==> config.mk <==
export PLATFORM = sky130hd
export DESIGN_NAME = pce_queue
export DESIGN_NICKNAME = d
export VERILOG_FILES = /design/src/pce_pkg.sv /design/src/pce_queue.sv
export SDC_FILE = /design/constraint.sdc
export NUM_CORES = 1
export LEC_CHECK = 0
export BUFFER_PORTS_ARGS = -buffer_cell sky130_fd_sc_hd__buf_4
export CORE_ASPECT_RATIO = 1.5
export CORE_UTILIZATION = 51
export CTS_CLUSTER_SIZE = 25
export DETAILED_ROUTE_END_ITERATION = 10
export PLACE_DENSITY = 0.79
export SLEW_MARGIN = 30
export SYNTH_ARGS = -nofsm -noshare
export SYNTH_HDL_FRONTEND = slang
export SYNTH_SLANG_ARGS = --single-unit
==> constraint.sdc <==
create_clock -name clk -period 2.05 [get_ports clk]
set_clock_uncertainty 0.15 [all_clocks]
set_input_delay 0.205 -clock clk [delete_from_list [all_inputs] [get_ports clk]]
set_output_delay 0.205 -clock clk [all_outputs]
set_load 0.02 [all_outputs]
==> src/pce_pkg.sv <==
// Shared types and constants of the prefix-code byte encoder.
// No dependencies; every other file imports this package.
package pce_pkg;

	localparam int SYM_W        = 8;
	localparam int TABLE_SIZE   = 256;
	localparam int CODE_W       = 32;
	localparam int LEN_W        = 6;
	localparam int BYTE_W       = 8;
	localparam int CNT_W        = 3;
	localparam int WORD_W       = CODE_W + BYTE_W;
	localparam int REM_W        = 6;
	localparam int MAX_CODE_LEN_DEF = 32;
	localparam int Q_DEPTH      = 4;
	localparam int Q_PTR_W      = $clog2(Q_DEPTH);
	localparam int Q_CNT_W      = $clog2(Q_DEPTH + 1);

	typedef enum logic [1:0] {
		FUNC_LOAD   = 2'd0,
		FUNC_ENCODE = 2'd1,
		FUNC_FINISH = 2'd2
	} func_t;

	// one queued job for the packer; code is left-aligned
	typedef struct packed {
		logic              fin;
		logic [CODE_W-1:0] code;
		logic [LEN_W-1:0]  len;
	} job_t;

endpackage

==> src/pce_queue.sv <==
// Short job queue between the front end and the bit packer.
// Depends on pce_pkg.
module pce_queue
	import pce_pkg::*;
(
	input  logic               clk,
	input  logic               arst_n,
	input  logic               push,
	input  job_t               push_job,
	input  logic               pop,
	output logic               head_valid,
	output job_t               head_job,
	output logic [Q_CNT_W-1:0] cnt
);

	job_t                 slot_q [Q_DEPTH];
	logic [Q_PTR_W-1:0]   wr_ptr_q;
	logic [Q_PTR_W-1:0]   rd_ptr_q;
	logic [Q_CNT_W-1:0]   cnt_q;
	logic                 do_pop;

	assign do_pop     = pop && (cnt_q != '0);
	assign head_valid = (cnt_q != '0);
	assign head_job   = slot_q[rd_ptr_q];
	assign cnt        = cnt_q;

	always_ff @(posedge clk) begin
		if (push)
			slot_q[wr_ptr_q] <= push_job;
	end

	always_ff @(posedge clk or negedge arst_n) begin
		if (!arst_n) begin
			wr_ptr_q <= '0;
			rd_ptr_q <= '0;
			cnt_q    <= '0;
		end else begin
			if (push)
				wr_ptr_q <= wr_ptr_q + Q_PTR_W'(1);
			if (do_pop)
				rd_ptr_q <= rd_ptr_q + Q_PTR_W'(1);
			cnt_q <= cnt_q + Q_CNT_W'(push) - Q_CNT_W'(do_pop);
		end
	end

endmodule

; Word-level counts from Yosys, hierarchy flattened
; Memories as Yosys holds them, arrays and structs flattened.
; Cells that the tools add are included.
[word_totals]
elab_cells = 12
in_bits = 43
ram_bits = 156
memories = 1
latch_bits = 0
ff_bits = 7
mem_bits_ro = 0
out_inout_bits = 43
[mem_list]
columns = name, words, width, rd, rd_clocked_by_memory_dff, wr, line_no
row1 = slot_q, 4, 39, 1, 0, 1, pce_queue.sv:16  ; job_t slot_q [Q_DEPTH];
[classes]
n_addsub = 4
multipliers = 0
n_lt_le_gt_ge = 0
n_reduce_logical = 2
bitwise = 0
muxes = 2
n_div = 0
n_shift = 0
eq_ne = 0
[op_table]
columns = cell, n
row1 = 2-bit by 1-bit adder with 2-bit output (second input constant), 2
row2 = 3-bit by 1-bit adder with 3-bit output, 1
row3 = 3-bit nonzero test, 1
row4 = 3-bit by 1-bit subtractor with 3-bit output, 1
row5 = 1-bit two-way mux, 2
row6 = 1-bit logical AND, 1

; Longest topological paths before layout
[logic_depth]
word_depth = 3
mapped_depth = 7
ltp_nobuf = 7

; Worst setup path after synthesis
; Ideal clock, no wire load.
[synth_timing]
path_kind = flip-flop to flip-flop
start = register cnt_q[1] (netlist: cnt[1])
end = register cnt_q[2] (netlist: cnt[2])
setup_time_ps = 123
setup_slack_ps = -134
synth_period_minus_slack_ps = 2184
arrival_ps = 1911
path_stages_with_launch = 8
path_buffers = 0
required_time_ps = 1777
path_cell_list = dfrtp_1 > o31a_1 > ha_1 > inv_1 > ha_1 > fa_1 > xnor2_1 > xnor2_1
[synth_via]
elab_chain_len = 3
elab_cells_between_ends = 4
cone_classes = add/sub (2) / reduce/logical (2)
[synth_rtl]
columns = item, line_no
row1 = start: declaration, pce_queue.sv:19  ; logic [Q_CNT_W-1:0] cnt_q;
row2 = start signal: assignment, pce_queue.sv:42  ; cnt_q <= cnt_q + Q_CNT_W'(push) - Q_CNT_W'(do_pop);
row3 = 3-bit nonzero test, pce_queue.sv:22  ; assign do_pop = pop && (cnt_q != '0);
row4 = 1-bit logical AND, pce_queue.sv:22
row5 = via do_pop, pce_queue.sv:20  ; logic do_pop;
row6 = 3-bit by 1-bit subtractor with 3-bit output, pce_queue.sv:42
; The timed path passes the listed nets, and every way through them passes these cells.
; A chain may end at the register's enable or synchronous reset.

==> summary.txt <==
Drt first pass iters - 5
Worst-Skew Late Latency - 410 ps
Min-delay worst type - input pin to flop
Setup slack at placement - -65.6 ps
Final Max Slew Viols - 0
Sink Count - 163
Synth Warn # - 0
CTS tree - built
Synth top cells by count - edfxtp_1, mux4_2, dfrtp_1
Wire length per cell - 20.0 um
P&R area growth vs syn - 35.9%
Final wirelength - 11,100 um
CTS Buf Count - 17
Root buffer selected by CTS - clkbuf_16
Antenna Diode Count - 0
H-tree lvl count - 4
Worst Tran Pin Value - 468 ps
Vias per Instance - 5.27
Crit end category - output pin
Layout cells sized above 1 - 0.446
Die Y-Extent - 136 um
CTS Buffer Depth - 2
Core footprint - 11,500 um2
Net Sw Frac - 0.294
DP Cell Count - 478
Nets - 443
Die footprint - 12,400 um2
Initial antenna violation count - 0
Maximum vdd drop - 938 uV
Clock-pin slew on the worst setup and hold paths - 60 ps
Row count - 48
Final HPWL DP - 6450 um
Critical Path Source Type - flop
Psw - 3.66 mW
RSZ-0062 raised after global routing - yes
CP Max Fanout - 9
Final ANT Viol Nets - 0
Fin worst setup slack - -70.7 ps
Port Buf Inserts - 85
Synth Register Bits - 163
Vias in the first global route - 3,148
Clock power share - 0.262
Fmax - 0.472 GHz
Drt drc - 0
Worst path cell trace - buf_4, buf_12, mux4_2, buf_6
Required time of the critical path - 1690 ps
Starting Density - 0.527
Slew HR - 0.684
Comb pwr share - 0.371
Finished Layout Cells - 556
Most common cell in the netlist - edfxtp_1
GPL Wtd Cong - 0.696
Setup CP Type - flop to output pin
Io pins - 86
Final Hold Fails - 0
Congestion Overflow GR - 0
Via count - 2,931
Top cell type's share of synthesized area - 0.771
Max-cap violations - 0
Async SR Flop Fraction - 0.0429
Syn Area/Cell - 25.5 um2
Final hold slack - 380 ps
Period utilization - 1.03
Worst Path Arrival - 1770 ps
Tot GR Track Use - 0.195
Time the worst path needs with I/O delays and setup - 2120 ps
Sequential area share after synthesis - 0.800
Synth Cell Area - 6070 um2
Failing checks - setup timing
Largest net degree at the start of global routing - 36
Status - complete, but fails checks
Leading area contributor after synthesis - edfxtp_1
Largest stage delay on the critical path - 540 ps
Pleak - 2.93 nW
Width of the die - 91.1 um
Power per cell area - 1510 nW/um2
Top post-synthesis cells by area - edfxtp_1, mux4_2, dfrtp_1
Post-synth EDFFs - 156
Slowest stage cell, crit path - mux4_2
Synthesized instance count - 238
Mapped Nets - 288
Unique masters post-synth - 18
Int Pwr - 8.79 mW
DRC marker count from the first detailed-route iteration - 172
Final setup fails - 40
Ys flop type - edfxtp_1
First-pass GRT wire length - 17,200 um
Sequential Power Share - 0.366
==> cell type report <==
| type | instances | area, um2 |
|---|---|---|
| sequential | 163 | 4860 |
| fill | 710 | 3280 |
| timing repair buffer | 145 | 1470 |
| multi-input combinational | 60 | 1090 |
| clock buffer | 19 | 433 |
| tap | 150 | 188 |
| clock inverter | 13 | 184 |
| inverter | 6 | 22.5 |
==> layer usage <==
layer | up-vias | share of wire | GRT usage
met2 | 81 | 0.57 | 0.349
met1 | 1524 | 0.38 | 0.218
met4 | 0 | 0.014 | 0.0864
met3 | 14 | 0.038 | 0.0539
met5 | - | 0 | 0
li1 | 1312 | - | -
==> power groups by stage <==
stage | clock network, mW | logic, mW | registers (mW)
2_1_floorplan | 0 | 2.56 | 4.61
3_3_place_gp | 0 | 4.03 | 4.57
3_5_place_dp | 0 | 4.08 | 4.63
4_1_cts | 3.31 | 4.62 | 4.56
5_1_grt | 3.45 | 4.87 | 4.60
6_report | 3.26 | 4.62 | 4.56
==> final timing paths <==
check | start | endpoint | slack, ps | cells past startpoint
min reg2reg | wr_ptr_q[0] | wr_ptr_q[0] | 390 | 1
max reg2reg | cnt[2] | cnt[2] | -50 | 7
min in group asynchronous | arst_n | wr_ptr_q[0] | 610 | 3
max | rd_ptr_q[0] | head_job[19] | -70 | 4
min | push_job[26] | slot_q[2][26] | 380 | 2
max in group asynchronous | arst_n | cnt[0] | 880 | 3
==> state kept, by name, summed over array words and instances, names as in the netlist <==
| name | cells |
|---|---|
| slot_q | 156 |
| rd_ptr_q | 2 |
| wr_ptr_q | 2 |
| cnt | 3 |
==> cells in the final DEF (no fill, tap or decap), drive strengths merged <==
master	count
xor2	2
mux4	39
xnor2	3
nand2	1
edfxtp	156
inv	7
bufinv	4
clkbuf	19
dfrtp	7
and2	4
ha	6
o311ai	1
fa	1
o31a	1
clkinv	6
or3	1
buf	102
o21ai	1
clkinvlp	2
dlygate4sd3	43
==> cells by family after synthesis <==
group           after synthesis  synth area share
compound gates                3           0.00371
xor+xnor                      5           0.00721
fa+ha+maj                     7            0.0157
buf+inv                      15            0.0220
flops                       163             0.800
mux                          39             0.145
simple gates                  6           0.00577
==> metrics by stage <==
step / instance area (um2) / utilization / total power, mW / setup TNS (ps)
finish: 8250 / 0.716 / 12.4 / -1790
CTS: 8230 / 0.713 / 12.5 / -3350
global route: 8250 / 0.716 / 12.9 / -4440
detailed placement: 7020 / 0.609 / 8.71 / -65.6
floorplan: 6080 / - / 7.16 / -67.3
global placement: 7020 / 0.609 / 8.59 / 0
==> critical path, delay by kind of cell, from the launching register on <==
| kind | cells | cell delay, ps |
|---|---|---|
| mux | 1 | 540 |
| buf+inv | 3 | 420 |
| flops | 1 | 390 |
==> timing repair <==
action | in CTS | in global routing
hold buffers | 43 | 0
pin swaps | 1 | 0
cloned | 1 | 0
gates resized for setup | 34 | 12
endpoints found under the hold margin | 167 | 0
setup endpoints to repair | 40 | 40
setup buffers | 2 | 1
Note: power is estimated with default switching activity, not from simulation.
