File: src/pce_pkg.sv
// Shared types and constants of the prefix-code byte encoder.
// No dependencies; every other file imports this package.
package pce_pkg;

	localparam int SYM_W        = 8;
	localparam int TABLE_SIZE   = 256;
	localparam int CODE_W       = 32;
	localparam int LEN_W        = 6;
	localparam int BYTE_W       = 8;
	localparam int CNT_W        = 3;
	localparam int WORD_W       = CODE_W + BYTE_W;
	localparam int REM_W        = 6;
	localparam int MAX_CODE_LEN_DEF = 32;
	localparam int Q_DEPTH      = 4;
	localparam int Q_PTR_W      = $clog2(Q_DEPTH);
	localparam int Q_CNT_W      = $clog2(Q_DEPTH + 1);

	typedef enum logic [1:0] {
		FUNC_LOAD   = 2'd0,
		FUNC_ENCODE = 2'd1,
		FUNC_FINISH = 2'd2
	} func_t;

	// one queued job for the packer; code is left-aligned
	typedef struct packed {
		logic              fin;
		logic [CODE_W-1:0] code;
		logic [LEN_W-1:0]  len;
	} job_t;

endpackage

File: src/pce_if.sv


interface pce_out_if;
	import pce_pkg::*;
	logic                valid;
	logic                ready;
	logic [BYTE_W-1:0]   out_byte;
	logic                last_of_run;
	logic                end_of_message;

	modport source (output valid, out_byte, last_of_run, end_of_message, input ready);
	modport sink   (input valid, out_byte, last_of_run, end_of_message, output ready);
endinterface

File: src/pce_back.sv
// Back end: bit packer that turns queued jobs into output bytes and trailers.
// Depends on pce_pkg and pce_if; takes jobs from pce_queue.
module pce_back
	import pce_pkg::*;
(
	input  logic   clk,
	input  logic   arst_n,
	input  logic   head_valid,
	input  job_t   head_job,
	output logic   pop,
	pce_out_if.source enc_out
);

	typedef enum logic [3:0] {
		ST_IDLE = 4'b0001,
		ST_ENC  = 4'b0010,
		ST_PAD  = 4'b0100,
		ST_TRL  = 4'b1000
	} state_t;

	state_t              state_q;
	logic [BYTE_W-1:0]   pend_q;
	logic [CNT_W-1:0]    cnt_q;
	logic [WORD_W-1:0]   word_q;
	logic [REM_W-1:0]    rem_q;
	logic                out_valid_q;
	logic [BYTE_W-1:0]   out_byte_q;
	logic                out_last_q;
	logic                out_eom_q;

	logic                slot_free;
	logic [WORD_W-1:0]   word_new;
	logic [REM_W-1:0]    total;
	logic [REM_W-1:0]    rem_next;
	logic                emit;

	assign slot_free = !out_valid_q || enc_out.ready;
	assign pop       = (state_q == ST_IDLE) && head_valid;
	assign word_new  = {pend_q, {CODE_W{1'b0}}} | ({head_job.code, {BYTE_W{1'b0}}} >> cnt_q);
	assign total     = REM_W'(cnt_q) + head_job.len;
	assign rem_next  = rem_q - REM_W'(BYTE_W);
	assign emit      = slot_free && (state_q != ST_IDLE);

	always_ff @(posedge clk or negedge arst_n) begin
		if (!arst_n) begin
			state_q     <= ST_IDLE;
			pend_q      <= '0;
			cnt_q       <= '0;
			out_valid_q <= 1'b0;
		end else begin
			if (slot_free)
				out_valid_q <= emit;
			unique case (state_q)
				ST_IDLE: begin
					if (head_valid) begin
						if (head_job.fin)
							state_q <= (cnt_q != '0) ? ST_PAD : ST_TRL;
						else if (total < REM_W'(BYTE_W)) begin
							pend_q <= word_new[WORD_W-1 -: BYTE_W];
							cnt_q  <= total[CNT_W-1:0];
						end else
							state_q <= ST_ENC;
					end
				end
				ST_ENC: begin
					if (slot_free && (rem_next < REM_W'(BYTE_W))) begin
						pend_q  <= word_q[WORD_W-BYTE_W-1 -: BYTE_W];
						cnt_q   <= rem_next[CNT_W-1:0];
						state_q <= ST_IDLE;
					end
				end
				ST_PAD: begin
					if (slot_free)
						state_q <= ST_TRL;
				end
				ST_TRL: begin
					if (slot_free) begin
						pend_q  <= '0;
						cnt_q   <= '0;
						state_q <= ST_IDLE;
					end
				end
				default: state_q <= ST_IDLE;
			endcase
		end
	end

	always_ff @(posedge clk) begin
		if (pop) begin
			word_q <= word_new;
			rem_q  <= total;
		end else if (emit && (state_q == ST_ENC)) begin
			word_q <= word_q << BYTE_W;
			rem_q  <= rem_next;
		end
		if (emit) begin
			unique case (state_q)
				ST_ENC: begin
					out_byte_q <= word_q[WORD_W-1 -: BYTE_W];
					out_last_q <= (rem_next < REM_W'(BYTE_W));
					out_eom_q  <= 1'b0;
				end
				ST_PAD: begin
					out_byte_q <= pend_q;
					out_last_q <= 1'b0;
					out_eom_q  <= 1'b0;
				end
				default: begin
					out_byte_q <= (cnt_q != '0) ? (BYTE_W'(BYTE_W) - BYTE_W'(cnt_q)) : '0;
					out_last_q <= 1'b1;
					out_eom_q  <= 1'b1;
				end
			endcase
		end
	end

	assign enc_out.valid          = out_valid_q;
	assign enc_out.out_byte       = out_byte_q;
	assign enc_out.last_of_run    = out_last_q;
	assign enc_out.end_of_message = out_eom_q;

endmodule

File: src/flat_wrapper.sv
// flat-port wrapper written by rule: the top's interface ports become plain ports
module pce_back_flat import pce_pkg::*;
  (clk, arst_n, head_valid, head_job, pop, enc_out_valid, enc_out_out_byte, enc_out_last_of_run, enc_out_end_of_message, enc_out_ready);
  pce_out_if enc_out_i ();
  input  logic clk;
  input  logic arst_n;
  input  logic head_valid;
  input  job_t head_job;
  output logic pop;
  output wire logic [$bits(enc_out_i.valid)-1:0] enc_out_valid;
  output wire logic [$bits(enc_out_i.out_byte)-1:0] enc_out_out_byte;
  output wire logic [$bits(enc_out_i.last_of_run)-1:0] enc_out_last_of_run;
  output wire logic [$bits(enc_out_i.end_of_message)-1:0] enc_out_end_of_message;
  input wire logic [$bits(enc_out_i.ready)-1:0] enc_out_ready;
  assign enc_out_valid = enc_out_i.valid;
  assign enc_out_out_byte = enc_out_i.out_byte;
  assign enc_out_last_of_run = enc_out_i.last_of_run;
  assign enc_out_end_of_message = enc_out_i.end_of_message;
  assign enc_out_i.ready = enc_out_ready;
  pce_back u_core (.clk(clk), .arst_n(arst_n), .head_valid(head_valid), .head_job(head_job), .pop(pop), .enc_out(enc_out_i));
endmodule
File: config.mk
export PLATFORM = sky130hd
export DESIGN_NAME = pce_back_flat
export DESIGN_NICKNAME = d
export VERILOG_FILES = /design/src/pce_pkg.sv /design/src/pce_if.sv /design/src/pce_back.sv /design/src/flat_wrapper.sv
export SDC_FILE = /design/constraint.sdc
export NUM_CORES = 1
export LEC_CHECK = 0
export ABC_AREA = 1
export ABC_CLOCK_PERIOD_IN_PS = 4300
export BUFFER_PORTS_ARGS = -buffer_cell sky130_fd_sc_hd__clkbuf_2
export CORE_MARGIN = 2
export CORE_UTILIZATION = 30
export CTS_CLUSTER_DIAMETER = 200
export DETAILED_ROUTE_END_ITERATION = 8
export PLACE_DENSITY_LB_ADDON = 0.15
export SYNTH_ARGS = -nofsm -noshare
export SYNTH_HDL_FRONTEND = slang
export SYNTH_SLANG_ARGS = --single-unit
File: constraint.sdc
create_clock -name clk -period 4.3 [get_ports clk]
set_clock_uncertainty 0.15 [all_clocks]
set_input_delay 1.075 -clock clk [delete_from_list [all_inputs] [get_ports clk]]
set_output_delay 1.075 -clock clk [all_outputs]
set_load 0.02 [all_outputs]
* Word level (Yosys, flattened, before mapping) *
Cells that the tools add are included.

cells by class
  add/subtract/negate cells = 3
  $lt $le $gt $ge = 2
  equality and inequality tests = 12
  shift-type cells = 1
  mux-type cells = 28
  bitwise gates (word level) = 1
  reduce and logical (&&, ||, !) cells = 12

operator list
  cell                 number
  $mux 40              2
  $mux 8               6
  $or 40x40->40        1
  $shr 40x3->40        1
  $mux 4               7
  $pmux 8 s3           1
  $pmux 4 s4           1
  $pmux 8 s2           1
  $mux 3               5
  $lt 6x4->1 const B   2
  $mux 6               2
  $pmux 3 s3           1
  $add 3x6->6          1
  $ne 2x1->1 const B   3
  $ne 2x2->1 const B   3
  $reduce_and 6->1     1
  $reduce_bool 3->1    2
  $sub 6x4->6 const B  1
  $reduce_and 5->1     1
  $sub 4x3->5 const A  1
  $eq 4x1->1 const B   1
  $eq 4x2->1 const B   1
  $eq 4x3->1 const B   1
  $eq 4x4->1 const B   1
  other kinds (9)      12

storage, ports and cells
  bits in registers = 72
  input port bits = 43
  output and inout port bits = 12
  logic and storage cells = 68

* Depth between registers and ports, before layout *
Gate-level depths: netlist of the first run.

  depth after elaboration = 6
  depth in mapped cells = 13
  gate-level depth less buffers = 12

* Worst setup path after synthesis of the first run *
OpenSTA, ideal clock, no wires.

  path kind = input -> register
  start point = input enc_out_ready
  end point = register u_core.rem_q[3], enable pin
  setup time = 500 ps
  data arrival time = 4,117 ps
  setup slack = -466 ps
  cell stages on the path = 2
  path buffers = 0
  cell sequence = nor2_1 -> o21ai_0

on the way
  longest elaborated chain between the ends = 4

ends and longest elaborated chain
  what                                line                source
  start, declared                     flat_wrapper.sv:14  input wire logic [$bits(enc_out_i.ready)-1:0] enc_out_ready;
  $logic_or 1x1->1                    pce_back.sv:37      assign slot_free = !out_valid_q || enc_out.ready;
  $logic_and 1x1->1                   pce_back.sv:42      assign emit = slot_free && (state_q != ST_IDLE);
  $logic_and 1x1->1                   pce_back.sv:92      end else if (emit && (state_q == ST_ENC)) begin
  $reduce_bool 2->1 (no source line)  n/a
  end signal, assigned                pce_back.sv:91      rem_q <= total;
  end signal, assigned                pce_back.sv:94      rem_q <= rem_next;
  end, declared                       pce_back.sv:25      logic [REM_W-1:0] rem_q;

Every way passes these cells.
A chain may end at the register's enable or synchronous reset.

* Worst setup path in the final report of the first run *
  start point = input head_valid
  end point = output pop

on the way
  longest elaborated chain between the ends = 1

ends and longest elaborated chain
  what               line               source
  start, declared    flat_wrapper.sv:7  input logic head_valid;
  $logic_and 1x1->1  pce_back.sv:38     assign pop = (state_q == ST_IDLE) && head_valid;
  end, declared      flat_wrapper.sv:9  output logic pop;

Every way passes these cells.

==> key figures, run 1 <==
Clock network
  • CTS tree: yes
  • Post-CTS setup buffer count: 0
  • Root Driver: clkbuf_16
  • Worst skew pair latency: 0.33 ns
  • Clock transition at path regs: 0.06 ns
  • H-Tree Depth: 3
  • Num CTS Buffers: 9
  • Clock Path Buffers: 2
  • Resize count post-CTS: 0
  • Sink Count: 71
  • Hold buffers post-CTS: 0

Route
  • DR WL/cell: 15.2 um
  • Via density: 5.01
  • Via count: between 3000 and 4000
  • Antenna-violating nets left: 0
  • Initial DRC count: 271
  • DR pass1 iterations: 4
  • WL final: 12100 um
  • # DRC: 0

Layout
  • Layout area overhead: 14.4%
  • Layout cell share with drive strength beyond 1: between 10% and 20%
  • Ant. Diodes: 0
  • Most frequent cells in the layout: nand2_1 (159), nand3_1 (73), edfxtp_1 (55), o21ai_0 (54), clkbuf_2 (54)
  • Fillers: roughly 1600
  • Commonest non-fill, non-tap cell in the layout: nand2_1
  • Fin nets: around 650

Critical path
  • CP top delay family: buffers and inverters
  • CP required: 3.07 ns
  • Worst Setup End Kind: primary output
  • CP Data Arrival Time: 1.92 ns
  • CP peak stage delay: between 0.4 and 0.5 ns
  • Crit Path Class: input pin to primary output
  • CP max FO: 22
  • WP buf/inv: 3
  • Crit-path slowest cell: nor2_4
  • Worst reg2reg path startpoint: u_core.cnt_q[1]
  • Crit-path cells: clkbuf_2 > inv_1 > nor2_4 > clkbuf_2
  • Critical Path Start: head_valid
  • Most Frequent Cell on Critical Path: clkbuf_2
  • CP Launch Type: input pin

Die
  • Rows: 44
  • Die Y: between 100 and 150 um
  • I/O Pins: 55
  • Die width: 126 um
  • Total core area: 0.0145 mm^2
  • Die area: about 0.016 mm^2
  • Starting density of the core: just over 30%

STA
  • Min Tclk post-route: roughly 3.1 ns
  • Final Max Slew Viols: 0
  • Worst hold slack: 0.326 ns
  • Fin Setup TNS: 0 ns
  • Final Hold Fails: 0
  • Setup Viol. Count Final: 0
  • Fmax: 318 MHz
  • Tcrit/Tclk final: 73.2%
  • Max transition margin: 22.9%
  • Slew @ Worst Pin: about 1.2 ns
  • RSZ-0062 raised after global routing: false

Synth
  • Cell variety after synth: 37
  • Post-synthesis instance area: around 0.0044 mm^2
  • Syn_nets: between 600 and 700
  • Syn avg cell area: 7.94 um^2
  • Share of the yosys chip area belonging to registers: between 40% and 50%
  • #FFs+latches synth: 71
  • YS warnings: 0
  • Mapped Cells: 560

Placement
  • I/O Buffers: 54
  • RD Place Congestion: 0.882
  • Detail Placement HPWL: 8920 um

Outcome
  • Outcome: finished, final reports clean

Pwr
  • Flop pwr share: 33.7%
  • Sw Pwr: 1920 uW
  • PwrDens: 816 mW/mm^2
  • Clock network power share: between 10% and 20%
  • Worst vdd ir: 0.264 mV
  • Internal power: around 2200 uW
  • Logic pwr share: around half
  • Leakage power total: 0.00225 uW
  • Net Sw Frac: a little under half

Global route
  • First-pass GRT wire length: slightly below 20000 um
  • Largest net degree at the start of global routing: 59
  • Total track usage: 15.6%
  • Vias in the first global route: between 3000 and 4000
  • Gr ovfl total: 0
  • Antenna violations before repair: 0

Hold path
  • HP Start: u_core.pend_q[7]
  • Hold Crit Class: flop to flop

Flow run
  • Max cap viols: 0
-- sequential cells by signal, indices dropped and copies added (netlist names) --
name                           count
u_core.cnt_q                       3
u_core.enc_out.end_of_message      1
u_core.enc_out.last_of_run         1
u_core.enc_out.out_byte            8
u_core.enc_out.valid               1
u_core.pend_q                      8
u_core.rem_q                       6
u_core.state_q                     4
u_core.word_q                     39
-- power by group through the flow --
stage                     sequential [uW]  clock, uW  combinational, uW
after floorplan                      1400          0               1590
after global placement               1410          0               2080
after detailed placement             1410          0               2110
after CTS                            1400        675               2110
after global routing                 1430        700               2370
final                                1400        657               2090
-- metrics by stage --
stage	instances	util (%)	setup WS [ns]	area [um^2]	total power [uW]
3_5_place_dp	775	33.2	0.965	4830	3510
6_report	791	35.0	1.15	5090	4150
2_1_floorplan	560	-	0.671	4450	2990
5_1_grt	791	35.0	0.852	5090	4510
3_3_place_gp	775	33.2	1.04	4830	3500
4_1_cts	791	35.0	1.15	5090	4190
-- worst paths after layout --
check	slack (ns)	endpoint	cells past startpoint
max	1.15	pop	4
max reg2reg	1.17	u_core.cnt_q[1]	11
min reg2reg	0.33	u_core.pend_q[7]	2
min	0.33	u_core.pend_q[7]	2
max in group asynchronous	3.15	u_core.state_q[0]	1
min in group asynchronous	0.52	u_core.state_q[2]	1
-- cells in the mapped netlist --
master      n  area share [%]
nand2_1   159              13
nand3_1    73             8.2
edfxtp_1   55              37
o21ai_0    55             6.2
inv_1      51             4.3
o21ai_1    26             2.9
a21oi_1    22             2.5
nor2_1     20             1.7
dfrtp_1    15             8.4
buf_2      14             1.6
mux2i_1    11             2.5
inv_2       7            0.59
ha_1        6             1.7
buf_6       5             1.3
o22ai_1     5            0.70
buf_4       4            0.68
clkbuf_1    4            0.34
o211ai_1    3            0.51
nand2_2     2            0.28
nand3_2     2            0.45
nand4_1     2            0.28
nor2_4      2            0.51
nor3_1      2            0.23
xnor2_1     2            0.39
a21oi_2     1            0.20
a21oi_4     1            0.37
a31oi_1     1            0.14
buf_1       1           0.084
clkbuf_2    1            0.11
dfstp_2     1            0.59
fa_1        1            0.45
nand2_4     1            0.25
nand3_4     1            0.39
nor2_2      1            0.14
o311ai_0    1            0.20
o31ai_1     1            0.17
or2_2       1            0.14
-- tightest hold or removal path, cell delays in order (launching register included) --
cell	delay (ns)
dfrtp_1	0.34
nand2_1	0.05
nand2_1	0.05
-- area by class of cell --
class,instances,area [um^2],share of cell area [%]
tap,184,230,4.53
timing repair buffer,60,315,6.20
clock inverter,5,25.0,0.492
multi-input combinational,402,2010,39.6
sequential,71,2050,40.4
inverter,58,218,4.28
clock buffer,11,233,4.58
-- cell families after synthesis --
kind of cell | share of synthesized area [%]
xor+xnor | 0.394
buf+inv | 8.95
mux | 2.48
flops | 46.2
fa+ha+maj | 2.14
simple gates | 26.0
compound gates | 13.9
-- layer usage --
metal  track usage [%]  vias to the layer above  wire (um)
li1                  -                     1988          -
met1              20.7                     1842       5530
met2              25.7                      117       5710
met3              3.53                       16        629
met4              4.78                        0        190
met5                 0                        -          0
(Power assumes the default switching activity.)
==> inputs of run 2 (changes only) <==
- ABC_AREA: 1 -> 0
- ABC_CLOCK_PERIOD_IN_PS: 4300 -> 2900
- clock period: 4.3 -> 2.9 ns (I/O delays scaled with it)
==> run 2 against run 1 <==
  * Combinational power is 57% higher
  * Synthesized area is 0.11% lower
  * Non-clock buffer count is 17 higher
  * Via count is 15% lower
  * Sequential power is 48% higher
  * Worst hold slack worse by 0.13 ns
  * Routed wire length is 9.7% lower
  * Sequential cell count stayed put
  * Largest cell class is now multi-input combinational cells
  * Highest routed layer unchanged
==> key figures, run 2 <==
Synth
  • Ys async rst share: 22.5% (unchanged)
  • Cell variety after synth: 57 (was 37)
  • Syn avg cell area: 10.9 um^2 (was 7.94 um^2)
  • Commonest cells in the netlist: nand2_1 (77), edfxtp_1 (55), nor2_1 (43) (was nand2_1 (159), nand3_1 (73), edfxtp_1 (55), o21ai_0 (55), inv_1 (51))
  • Syn_nets: 457 (was 610)
  • Post-synthesis instance area: 0.00444 mm^2 (was 0.00445 mm^2)
  • Synth top area cells: edfxtp_1 (37%), mux4_2 (12%), dfrtp_1 (8.5%) (was edfxtp_1 (37%), nand2_1 (13%), dfrtp_1 (8.4%))
  • Largest area contributor in the netlist: edfxtp_1 (unchanged)
  • Mapped Cells: 407 (was 560)
  • Post-synth EDFFs: 55 (unchanged)
  • Synth top area share: 37.2% (was 37.1%)
  • YS warnings: 0 (unchanged)
  • #FFs+latches synth: 71 (unchanged)
  • Share of the yosys chip area belonging to registers: 46.2% (about the same)
  • Top FF cell, synth: edfxtp_1 (unchanged)
  • Most common cell in the netlist: nand2_1 (unchanged)

Outcome
  • Outcome: finished, final reports clean (unchanged)

Pwr
  • PwrDens: 1200 mW/mm^2 (was 816 mW/mm^2)
  • Worst vdd ir: 0.390 mV (was 0.264 mV)
  • Leakage power total: 0.00208 uW (was 0.00225 uW)

Critical path
  • R2R depth: 7 (was 11)
  • RR Endpoint: u_core.enc_out.out_byte[3] (was u_core.cnt_q[1])
  • CP top delay family: compound AO/OA/AOI/OAI gates (was buffers and inverters)
  • Crit-path slowest cell: fa_1 (was nor2_4)
  • Worst reg2reg path startpoint: u_core.cnt_q[1] (unchanged)
  • CP max FO: 9 (was 22)
  • CP Data Arrival Time: 2.67 ns (was 1.92 ns)
  • CP Launch Type: input pin (unchanged)
  • R2R setup slack: 0.30 ns (was 1.17 ns)
  • Crit-path cells: clkbuf_2 > ha_1 > fa_1 > a21o_1 > nor3b_1 > a211oi_1 > o21a_2 > buf_12 > mux2_1 (was clkbuf_2 > inv_1 > nor2_4 > clkbuf_2)
  • Crit Path Class: input pin to flop (was input pin to primary output)
  • CP required: 2.96 ns (was 3.07 ns)
  • CP peak stage delay: 0.38 ns (was 0.42 ns)
  • WP buf/inv: 2 (was 3)
  • Worst Setup End Kind: flop (was primary output)

STA
  • Setup Viol. Count Final: 0 (unchanged)
  • Max transition margin: 67.0% (was 22.9%)
  • Min Tclk post-route: 2.60 ns
  • Final Max Slew Viols: 0 (unchanged)
  • Fmax: around 380 MHz
  • Tcrit/Tclk final: 89.8%
  • RSZ-0062 raised after global routing: false (unchanged)
  • Slew @ Worst Pin: 0.494 ns (was 1.16 ns)
  • Fin Setup TNS: 0 ns (unchanged)
  • Final Hold Fails: 0 (unchanged)
  • Setup WS post-layout: 0.296 ns (was 1.15 ns)

Layout
  • Layout cell share with drive strength beyond 1: 28.5% (was 15.3%)
  • Ant. Diodes: 0 (unchanged)
  • Top reg by flops: u_core.word_q (unchanged)
  • Fin nets: 515 (was 652)
  • Commonest non-fill, non-tap cell in the layout: nand2_1 (unchanged)
  • Number of flip-flops in the largest register: 39 (unchanged)
  • Final core utilization: 36.4% (was 35.0%)
  • Final std cells w/o fill: 654 (was 791)
  • Most frequent cells in the layout: nand2_1 (76), edfxtp_1 (55), clkbuf_2 (54), nor2_1 (43), mux4_2 (24) (was nand2_1 (159), nand3_1 (73), edfxtp_1 (55), o21ai_0 (54), clkbuf_2 (54))
  • Layout area overhead: 18.8% (was 14.4%)
  • Fin area: 0.00528 mm^2 (was 0.00509 mm^2)

Route
  • DR pass1 iterations: 4 (unchanged)
  • DR WL/cell: 16.7 um (was 15.2 um)
  • # DRC: 0 (unchanged)
  • Via count: 3367 (was 3963)
  • Antenna-violating nets left: 0 (unchanged)
  • Initial DRC count: 245 (was 271)
  • Uppermost layer routed: met4 (unchanged)
  • Met3 WL: 534 um (was 629 um)
  • Via density: 5.15 (was 5.01)
  • Metal-1 WL: 5050 um (was 5530 um)
  • Routed wl met2: 5190 um (was 5710 um)
  • WL final: 10900 um (was 12100 um)

Clock network
  • Worst skew pair latency: 0.33 ns (about the same)
  • Resize count post-CTS: 0 (unchanged)
  • CTS tree: yes (unchanged)
  • H-Tree Depth: 3 (unchanged)
  • Clock Path Buffers: 2 (unchanged)
  • Hold buffers post-CTS: 0 (unchanged)
  • Sink Count: 71 (unchanged)
  • Clock transition at path regs: 0.05 ns (was 0.06 ns)
  • Root Driver: clkbuf_16 (unchanged)
  • Num CTS Buffers: 9 (unchanged)
  • Post-CTS setup buffer count: 0 (unchanged)

Placement
  • Dpl cells: 638 (was 775)
  • Setup slack at placement: -0.0894 ns (was 0.965 ns)
  • Area post-placement: 0.00501 mm^2 (was 0.00483 mm^2)
  • I/O Buffers: 54 (unchanged)
  • RD Place Congestion: 0.753 (was 0.882)
  • Detail Placement HPWL: 7940 um (was 8920 um)

Die
  • Die Y: 126 um (about the same)
  • Die width: 126 um (about the same)
  • Rows: 44 (unchanged)
  • Total core area: 0.0145 mm^2 (about the same)
  • Die area: 0.0158 mm^2 (about the same)
  • I/O Pins: 55 (unchanged)
  • Starting density of the core: 30.7% (was 30.6%)

Hold path
  • Hold Crit Class: input pin to async pin (was flop to flop)

Global route
  • Largest net degree at the start of global routing: 51 (was 59)
  • Total track usage: 14.6% (was 15.6%)
  • Antenna violations before repair: 0 (unchanged)
  • First-pass GRT wire length: 18400 um (was 19700 um)
  • Gr ovfl total: 0 (unchanged)
  • Vias in the first global route: 3441 (was 3840)

Flow run
  • Max cap viols: 0 (unchanged)
[run 2: cell types whose count changed in the layout (fill, tap and decap cells not counted), sizes merged, moves of 17 or more]
| cell | change |
|---|---|
| a31oi | +22 |
| buf | +17 |
| inv | -49 |
| mux4 | +24 |
| nand2 | -85 |
| nand3 | -73 |
| nor2 | +20 |
| o21ai | -62 |
[run 2: area by class of cell]
class / instances / area (um^2)
inverter: 10 / 37.5
timing repair buffer: 77 / 480
clock inverter: 2 / 8.76
sequential: 71 / 2050
multi-input combinational: 296 / 2210
tap: 184 / 230
clock buffer: 14 / 254
fill: 1477 / 9200
[run 2: layer usage]
layer / up-vias / global-route usage, %
met5: - / 0
met4: 0 / 3.86
met3: 11 / 3.02
met2: 74 / 23.5
met1: 1643 / 20.3
li1: 1639 / -
[run 2: worst max-delay path by stage]
| stage | startpoint | end | slack [ns] | depth (start not counted) |
|---|---|---|---|---|
| global route | u_core.cnt_q[1] | u_core.enc_out.out_byte[3] | 0.11 | 7 |
| floorplan | head_job[0] | u_core.pend_q[0] | 0.08 | 8 |
| detailed placement | head_job[0] | u_core.pend_q[7] | -0.09 | 9 |
| finish | head_job[0] | u_core.pend_q[7] | 0.30 | 9 |
| CTS | head_job[0] | u_core.pend_q[7] | 0.26 | 9 |
| global placement | head_job[0] | u_core.pend_q[7] | -0.07 | 9 |
[run 2: worst register-to-register path: stages (launching register included)]
cell	delay, ns
dfrtp_1	0.42
buf_4	0.42
clkinv_1	0.42
ha_1	0.31
ha_1	0.23
nor3_1	0.24
and3_1	0.18
a221o_1	0.11
[run 2: cell families (layout without fill, tap and decap cells)]
family	count (synthesis)	after routing	synth area share, %
muxes	46	46	18.0
and+or+nand+nor	148	148	15.1
adders and majority gates	7	7	2.14
AOI/OAI and AO/OA	88	88	13.1
xor gates and xnor gates	7	7	1.38
buffers and inverters	40	103	4.08
DFF	71	71	46.2
[run 2: where the power goes]
| group | internal, uW | switching, uW | leakage, uW |
|---|---|---|---|
| Combinational | 1420 | 1860 | 0.00125 |
| Clock | 599 | 396 | 0.000128 |
| Sequential | 1810 | 253 | 0.000705 |
| Total | 3830 | 2510 | 0.00208 |
[run 2: stage by stage]
stage,total power (uW),hold slack (ns)
floorplan,4470,0.279
global placement,5390,0.359
detailed placement,5420,0.367
CTS,6440,0.203
global route,6900,0.225
finish,6350,0.194
